### src/rtl/shdr_pkg.sv
`timescale 1ns / 1ps

package shdr_pkg;

	// Fixed field widths
	localparam int unsigned BYTE_W   = 8;
	localparam int unsigned WORD_W   = 16;
	localparam int unsigned INDEX_W  = 5;
	localparam int unsigned COUNT_W  = 6;
	localparam int unsigned POS_W    = 7;
	localparam int unsigned CFG_IDX_W = 2;

	// Stream payload widths
	localparam int unsigned S_TDATA_W = 8;
	localparam int unsigned M_TDATA_W = 32;
	localparam int unsigned M_TUSER_W = 1;

	// Build-time word limit and the hard cap set by the index width
	localparam logic [COUNT_W-1:0] MAX_WORDS       = COUNT_W'(32);
	localparam logic [COUNT_W-1:0] HARD_WORD_LIMIT = COUNT_W'(32);

	// Configuration register indexes
	localparam logic [CFG_IDX_W-1:0] REG_FIRST_SYNC  = 2'd0;
	localparam logic [CFG_IDX_W-1:0] REG_SECOND_SYNC = 2'd1;
	localparam logic [CFG_IDX_W-1:0] REG_MAX_WORDS   = 2'd2;

	// Register reset values
	localparam logic [BYTE_W-1:0] FIRST_SYNC_RST  = 8'hAA;
	localparam logic [BYTE_W-1:0] SECOND_SYNC_RST = 8'h55;

	// Settings seen by the parser
	typedef struct packed {
		logic [BYTE_W-1:0]  first_sync;
		logic [BYTE_W-1:0]  second_sync;
		logic [COUNT_W-1:0] limit;
	} shdr_cfg_t;

	// One result item
	typedef struct packed {
		logic signed [WORD_W-1:0] word_value;
		logic [INDEX_W-1:0]       word_index;
		logic [COUNT_W-1:0]       word_count;
		logic                     is_last;
		logic                     empty_packet;
	} shdr_result_t;

endpackage

### src/rtl/shdr_cfg.sv
`timescale 1ns / 1ps

module shdr_cfg (
	input  logic                              clk,
	input  logic                              arst_n,
	input  logic                              cfg_we,
	input  logic [shdr_pkg::CFG_IDX_W-1:0]    cfg_index,
	input  logic [shdr_pkg::BYTE_W-1:0]       cfg_data,
	output shdr_pkg::shdr_cfg_t               cfg
);
	import shdr_pkg::*;

	logic [BYTE_W-1:0]  first_sync_q;
	logic [BYTE_W-1:0]  second_sync_q;
	logic [COUNT_W-1:0] max_words_q;
	logic [COUNT_W-1:0] limit;

	// Write the addressed register; an unused index is ignored
	always_ff @(posedge clk or negedge arst_n) begin
		if (!arst_n) begin
			first_sync_q  <= FIRST_SYNC_RST;
			second_sync_q <= SECOND_SYNC_RST;
			max_words_q   <= MAX_WORDS;
		end else if (cfg_we) begin
			unique case (cfg_index)
				REG_FIRST_SYNC:  first_sync_q  <= cfg_data;
				REG_SECOND_SYNC: second_sync_q <= cfg_data;
				REG_MAX_WORDS:   max_words_q   <= cfg_data[COUNT_W-1:0];
				default: ;
			endcase
		end
	end

	// Clamp the word limit to the build limit and the index range
	always_comb begin
		limit = max_words_q;
		if (limit > MAX_WORDS)
			limit = MAX_WORDS;
		if (limit > HARD_WORD_LIMIT)
			limit = HARD_WORD_LIMIT;
	end

	assign cfg.first_sync  = first_sync_q;
	assign cfg.second_sync = second_sync_q;
	assign cfg.limit       = limit;

endmodule

### src/rtl/shdr_parse.sv
`timescale 1ns / 1ps

module shdr_parse (
	input  logic                        clk,
	input  logic                        arst_n,
	input  logic                        in_valid,
	input  logic [shdr_pkg::BYTE_W-1:0] in_byte,
	output logic                        in_ready,
	input  logic                        advance,
	input  shdr_pkg::shdr_cfg_t         cfg,
	output logic                        res_valid,
	output shdr_pkg::shdr_result_t      res
);
	import shdr_pkg::*;

	localparam logic [1:0] PH_SYNC1 = 2'd0;
	localparam logic [1:0] PH_SYNC2 = 2'd1;
	localparam logic [1:0] PH_COUNT = 2'd2;
	localparam logic [1:0] PH_DATA  = 2'd3;

	logic              valid_s1;
	logic [BYTE_W-1:0] byte_s1;

	logic [1:0]         phase_q;
	logic [COUNT_W-1:0] count_q;
	logic [POS_W-1:0]   pos_q;
	logic [BYTE_W-1:0]  low_q;

	logic [1:0]         phase_d;
	logic [COUNT_W-1:0] count_d;
	logic [POS_W-1:0]   pos_d;
	logic [BYTE_W-1:0]  low_d;
	logic [POS_W-1:0]   pos_inc;
	logic               last;
	logic               emit;

	logic step;

	assign in_ready = !valid_s1 || advance;
	assign step     = valid_s1 && advance;

	// Input stage: take a byte when the stage is empty or the held one moves on
	always_ff @(posedge clk or negedge arst_n) begin
		if (!arst_n) begin
			valid_s1 <= 1'b0;
		end else if (in_valid && in_ready) begin
			valid_s1 <= 1'b1;
		end else if (advance) begin
			valid_s1 <= 1'b0;
		end
	end

	always_ff @(posedge clk) begin
		if (in_valid && in_ready)
			byte_s1 <= in_byte;
	end

	assign pos_inc = pos_q + POS_W'(1);
	assign last    = pos_inc >= {count_q, 1'b0};

	// Frame decode for the held byte
	always_comb begin
		phase_d = phase_q;
		count_d = count_q;
		pos_d   = pos_q;
		low_d   = low_q;
		emit    = 1'b0;
		res.word_value   = '0;
		res.word_index   = '0;
		res.word_count   = '0;
		res.is_last      = 1'b0;
		res.empty_packet = 1'b0;
		unique case (phase_q)
			PH_SYNC1: begin
				if (byte_s1 == cfg.first_sync)
					phase_d = PH_SYNC2;
			end
			PH_SYNC2: begin
				phase_d = (byte_s1 == cfg.second_sync) ? PH_COUNT : PH_SYNC1;
			end
			PH_COUNT: begin
				// drop a count above the limit
				if (byte_s1 > {2'b00, cfg.limit}) begin
					phase_d = PH_SYNC1;
				end else begin
					count_d = byte_s1[COUNT_W-1:0];
					pos_d   = '0;
					phase_d = PH_DATA;
				end
			end
			PH_DATA: begin
				if (count_q == '0) begin
					// empty packet consumes one byte and gives one result
					phase_d          = PH_SYNC1;
					pos_d            = '0;
					emit             = 1'b1;
					res.is_last      = 1'b1;
					res.empty_packet = 1'b1;
				end else if (!pos_q[0]) begin
					low_d = byte_s1;
					pos_d = pos_inc;
				end else begin
					emit           = 1'b1;
					res.word_value = {byte_s1, low_q};
					res.word_index = pos_q[INDEX_W:1];
					res.word_count = count_q;
					res.is_last    = last;
					pos_d          = last ? '0 : pos_inc;
					if (last)
						phase_d = PH_SYNC1;
				end
			end
			default: ;
		endcase
	end

	assign res_valid = valid_s1 && emit;

	// Advance the frame state once per processed byte
	always_ff @(posedge clk or negedge arst_n) begin
		if (!arst_n) begin
			phase_q <= PH_SYNC1;
			count_q <= '0;
			pos_q   <= '0;
			low_q   <= '0;
		end else if (step) begin
			phase_q <= phase_d;
			count_q <= count_d;
			pos_q   <= pos_d;
			low_q   <= low_d;
		end
	end

endmodule

### src/rtl/shdr_out.sv
`timescale 1ns / 1ps

module shdr_out (
	input  logic                               clk,
	input  logic                               arst_n,
	input  logic                               res_valid,
	input  shdr_pkg::shdr_result_t            res,
	output logic                               advance,
	output logic                               m_tvalid,
	input  logic                               m_tready,
	output logic [shdr_pkg::M_TDATA_W-1:0]     m_tdata,
	output logic                               m_tlast,
	output logic [shdr_pkg::M_TUSER_W-1:0]     m_tuser
);
	import shdr_pkg::*;

	localparam int unsigned PACK_W = WORD_W + INDEX_W + COUNT_W;

	logic         valid_q;
	shdr_result_t res_q;

	// The register frees up when empty or when its transfer completes
	assign advance = !valid_q || m_tready;

	always_ff @(posedge clk or negedge arst_n) begin
		if (!arst_n)
			valid_q <= 1'b0;
		else if (advance)
			valid_q <= res_valid;
	end

	// Load payload only with a fresh result
	always_ff @(posedge clk) begin
		if (advance && res_valid)
			res_q <= res;
	end

	assign m_tvalid = valid_q;
	assign m_tdata  = {{(M_TDATA_W - PACK_W){1'b0}}, res_q.word_count,
		res_q.word_index, res_q.word_value};
	assign m_tlast  = res_q.is_last;
	assign m_tuser  = res_q.empty_packet;

endmodule

### src/rtl/sync_header_word_packet_deframer.sv
`timescale 1ns / 1ps

// Deframes packets of the form first sync byte, second sync byte, word count,
// then the words, each as two bytes low byte first. One received byte enters
// per s_tdata transfer, and the block takes a byte in every cycle while the
// output side keeps up. A byte passes an input register and then the frame
// decoder, whose result lands in the output register that drives the master
// side. Each word leaves as one transfer with its index and the announced
// count; m_tlast marks the final word. A packet announcing zero words consumes
// one further byte of any value and then gives one transfer with m_tuser and
// m_tlast set and all m_tdata fields zero.
// Counts above the limit (the smaller of max_words and 32) are dropped and the
// block hunts again. A byte that breaks the sync pair is not retried as a first
// sync byte. Registers: 0 first_sync (reset 0xAA), 1 second_sync (reset 0x55),
// 2 max_words (reset 32); write them only while the block is idle.
module sync_header_word_packet_deframer (
	input  logic                           clk,
	input  logic                           arst_n,
	// Configuration write port
	input  logic                           cfg_we,
	input  logic [shdr_pkg::CFG_IDX_W-1:0] cfg_index,
	input  logic [shdr_pkg::BYTE_W-1:0]    cfg_data,
	// Byte input
	input  logic                           s_tvalid,
	output logic                           s_tready,
	input  logic [shdr_pkg::S_TDATA_W-1:0] s_tdata,   // [7:0] rx_byte
	// Word output
	output logic                           m_tvalid,
	input  logic                           m_tready,
	output logic [shdr_pkg::M_TDATA_W-1:0] m_tdata,   // [15:0] word_value, [20:16] word_index,
	                                                  // [26:21] word_count, [31:27] zero
	output logic                           m_tlast,   // is_last
	output logic [shdr_pkg::M_TUSER_W-1:0] m_tuser    // [0] empty_packet
);
	import shdr_pkg::*;

	shdr_cfg_t    cfg;
	shdr_result_t res;
	logic         res_valid;
	logic         advance;

	shdr_cfg u_cfg (
		.clk       (clk),
		.arst_n    (arst_n),
		.cfg_we    (cfg_we),
		.cfg_index (cfg_index),
		.cfg_data  (cfg_data),
		.cfg       (cfg)
	);

	shdr_parse u_parse (
		.clk       (clk),
		.arst_n    (arst_n),
		.in_valid  (s_tvalid),
		.in_byte   (s_tdata),
		.in_ready  (s_tready),
		.advance   (advance),
		.cfg       (cfg),
		.res_valid (res_valid),
		.res       (res)
	);

	shdr_out u_out (
		.clk       (clk),
		.arst_n    (arst_n),
		.res_valid (res_valid),
		.res       (res),
		.advance   (advance),
		.m_tvalid  (m_tvalid),
		.m_tready  (m_tready),
		.m_tdata   (m_tdata),
		.m_tlast   (m_tlast),
		.m_tuser   (m_tuser)
	);

endmodule

### config.mk
export PLATFORM = sky130hd
export DESIGN_NAME = sync_header_word_packet_deframer
export DESIGN_NICKNAME = d
export VERILOG_FILES = /design/src/rtl/shdr_pkg.sv /design/src/rtl/shdr_cfg.sv /design/src/rtl/shdr_parse.sv /design/src/rtl/shdr_out.sv /design/src/rtl/sync_header_word_packet_deframer.sv
export SDC_FILE = /design/constraint.sdc
export NUM_CORES = 1
export LEC_CHECK = 0
export ABC_AREA = 0
export BUFFER_PORTS_ARGS = -buffer_cell sky130_fd_sc_hd__buf_2
export CAP_MARGIN = 10
export CORE_UTILIZATION = 57
export CTS_CLUSTER_DIAMETER = 120
export DETAILED_ROUTE_END_ITERATION = 16
export PLACE_DENSITY_LB_ADDON = 0.12
export SYNTH_ARGS = -nofsm -noshare
export SYNTH_HDL_FRONTEND = slang
export SYNTH_SLANG_ARGS = --single-unit
### constraint.sdc
create_clock -name clk -period 4.4 [get_ports clk]
set_input_delay 0.44 -clock clk [delete_from_list [all_inputs] [get_ports clk]]
set_output_delay 0.44 -clock clk [all_outputs]
set_load 0.005 [all_outputs]
==> flow_summary.yaml <==
routing:
  drt_iter0_drc: 148
  avgRoutedWirePerCell_um: 15.4
  drt-vias-per-instance: 5.63
  dr.pass1.iters: 10
  drc: 5
  drt-total-wl_mm: 6.66
  num_vias: 2436
  postRouteAntennaNets: 0
timing:
  fin_worst_skew_ns: 0.00454
  max_freq_mhz: 349
  worstMarginPinSlew_ns: 1.01
  rsz0062_at_grt: "no"
  hold_viol: 0
  fin_crit_ns: 2.86
  setup-violations-final: 0
  tns_ns: 0
  max_slew_margin_pct: 32.5
  fin_crit_sh_pct: 65.1
  maxSlewViolCount: 0
synthesis:
  synth-seq-cells: 84
  ys_types: 50
  seq_area_frac_synth_pct: 58.7
  synth_cells: 293
  syn_area_um2: 3920
  synth.avg_cell_area_um2: 13.4
  yosysWarnings: 0
pwr:
  power.total_w: 0.00180
  power.density_nw_per_um2: 406
  p_leak_nw: 1.75
  ir_worst_vdd_v: 0.000214
run_status:
  violations: "design-rule violations"
  status: "finished, violations left"
clocking:
  cts_htree_levels: 3
  clockBufferDepth: 2
  cts_tree: "done"
  post_cts_buffers: 0
  clock-root-buffer: "clkbuf_8"
  clk_pin_slew_ns: 0.08
  clock_sinks: 84
  clock_latency_ns: 0.35
  cts_hold_buf: 0
  cts.repair.resized: 0
  cts_made_buffers: 9
die:
  ios: 59
  fp-row-count: 29
  start_util_pct: 60.3
  die_w_um: 84.9
  coreArea_um2: 6490
  dieArea_um2: 7210
  die_h_um: 84.9
worst_setup_path:
  end_kind: "flop"
  crit_path_start_kind: "flop"
  setup.worst_path.class: "reg -> reg"
  crit_arrival_ns: 3.10
  critPathMaxFanout: 8
  cp.required_ns: 4.64
place:
  dpl.hpwl_mm: 4.85
  portBuffers: 53
  dpl_cell_area_um2: 4230
  routabilityCongestion: 0.832
finish:
  diodes: 0
  fillers: 487
  postLayoutCellArea_um2: 4430
  drive_gt1_share_pct: 36.0
  nNetsFinal: 387
  area.growth.synth_to_final_pct: 13.1
  fin_util_pct: 68.2
worst_hold_path:
  min_path_type: "in -> async"
job:
  maxCapViolCount: 0
global_route:
  antenna_found_initial: 0
  grt_max_degree: 48
  grt_usage_pct: 21.0
  grt_pass1_wl_mm: 11.5
  grt_pass1_vias: 2470
  grt-ovfl-total: 0
-- layout by cell type, fill, tap and decap left out, types with 10 or more instances in the layout --
cell type  instances
nor4_1            10
ha_1              13
inv_1             17
nor3_1            12
mux2_2            36
and2_1            18
edfxtp_1          37
xor2_1            14
buf_2             53
nand2_1           12
dfrtp_1           38
-- cells in the mapped netlist (all sizes together) --
cell type,count,share of area (%)
o22ai,1,0.16
nand3b,3,0.57
nand2b,3,0.48
a211oi,2,0.70
nand2,13,1.3
or3,1,0.16
nor4,11,2.1
a2111oi,1,0.70
inv,17,1.6
buf,8,1.5
xnor2,7,1.6
xor2,14,3.1
o41ai,1,0.22
conb,1,0.096
and2,19,3.1
a31oi,2,0.48
nor2,3,0.29
mux2,36,10
nor3b,2,0.51
nand4,1,0.16
a311oi,1,0.22
a211o,1,0.22
clkbuf,4,0.41
and4,1,0.22
nor3,15,2.2
o31ai,1,0.19
mux2i,4,1.1
o211ai,1,0.19
nor2b,2,0.32
ha,13,4.2
dfstp,9,6.0
o21ai,8,1.0
nand3,6,0.89
edfxtp,37,28
a21oi,4,0.51
dfrtp,38,24
or4,2,0.48
-- state kept, by name (all words and copies together), names as in the netlist --
name	count
u_out.m_tlast	1
u_parse.byte_s1	8
u_out.m_tdata	27
u_cfg.max_words_q	6
u_cfg.first_sync_q	8
u_out.m_tvalid	1
u_parse.pos_q	7
u_parse.valid_s1	1
u_out.m_tuser	1
u_cfg.second_sync_q	8
u_parse.phase_q	2
u_parse.low_q	8
u_parse.count_q	6
-- path summary, 6_finish.rpt --
path	startpoint	endpoint	slack (ns)	cells past startpoint
worst max-delay path	u_parse.pos_q[0]	u_parse.phase_q[0]	1.54	10
worst min-delay path	arst_n	u_cfg.second_sync_q[7]	0.26	1
worst max register to register	u_parse.pos_q[0]	u_parse.phase_q[0]	1.54	10
worst min register to register	u_parse.low_q[0]	u_parse.low_q[0]	0.49	2
max in group asynchronous	arst_n	u_parse.low_q[0]	3.51	1
min in group clk	s_tdata[2]	u_parse.byte_s1[2]	0.26	1
-- worst max-delay path, cell delays in order (launching register included) --
cell and delay [ns]:
dfrtp_1 0.44, ha_1 0.25, nand3_1 0.16, nor3_1 0.22
xnor2_1 0.12, ha_1 0.30, nand3_1 0.09, a311oi_1 0.49
nor4_4 0.14, nor3_2 0.20, mux2_2 0.34
-- cell type report --
class                           instances  area, um^2  share of cell area (%)
Timing Repair Buffer                   55         280                    6.32
Sequential cell                        84        2300                    51.9
Clock inverter                          7        67.6                    1.52
Inverter                               17        63.8                    1.44
Multi-Input combinational cell        184        1500                    33.9
Clock buffer                            9         124                    2.80
Tap cell                               77        96.3                    2.17
-- metal layers --
layer / global-route usage (%) / routed length (um)
met5: 0 / 0
met4: 9.40 / 112
met3: 3.60 / 254
met2: 35.9 / 3350
met1: 26.3 / 2940
-- where the power goes --
group          switching (W)  total (W)  internal (W)
registers          0.0000572   0.000941      0.000884
clock network       0.000269   0.000528      0.000259
logic               0.000180   0.000332      0.000151
total               0.000507    0.00180       0.00129
-- stage by stage --
step / hold slack [ns] / instances / setup slack (ns)
final: 0.258 / 433 / 1.54
after global routing: 0.253 / 433 / 1.28
after CTS: 0.254 / 432 / 1.56
after detailed placement: 0.467 / 416 / 1.57
after global placement: 0.454 / 416 / 1.66
after floorplan: 0.144 / 297 / 0.629
-- cells by family (layout without fill, tap and decap cells) --
family                   count (synthesis)  in the layout  share of synthesized area, %
AO/OA/AOI/OAI                           23             23                          4.63
XOR/XNOR                                21             21                          4.69
adder cells (fa/ha/maj)                 13             13                          4.15
buffers and inverters                   29             88                          3.54
flip-flops                              84             84                          58.7
multiplexers                            40             40                          11.5
other                                    1              5                        0.0957
AND/OR/NAND/NOR                         82             82                          12.8
(Power assumes the default switching activity.)
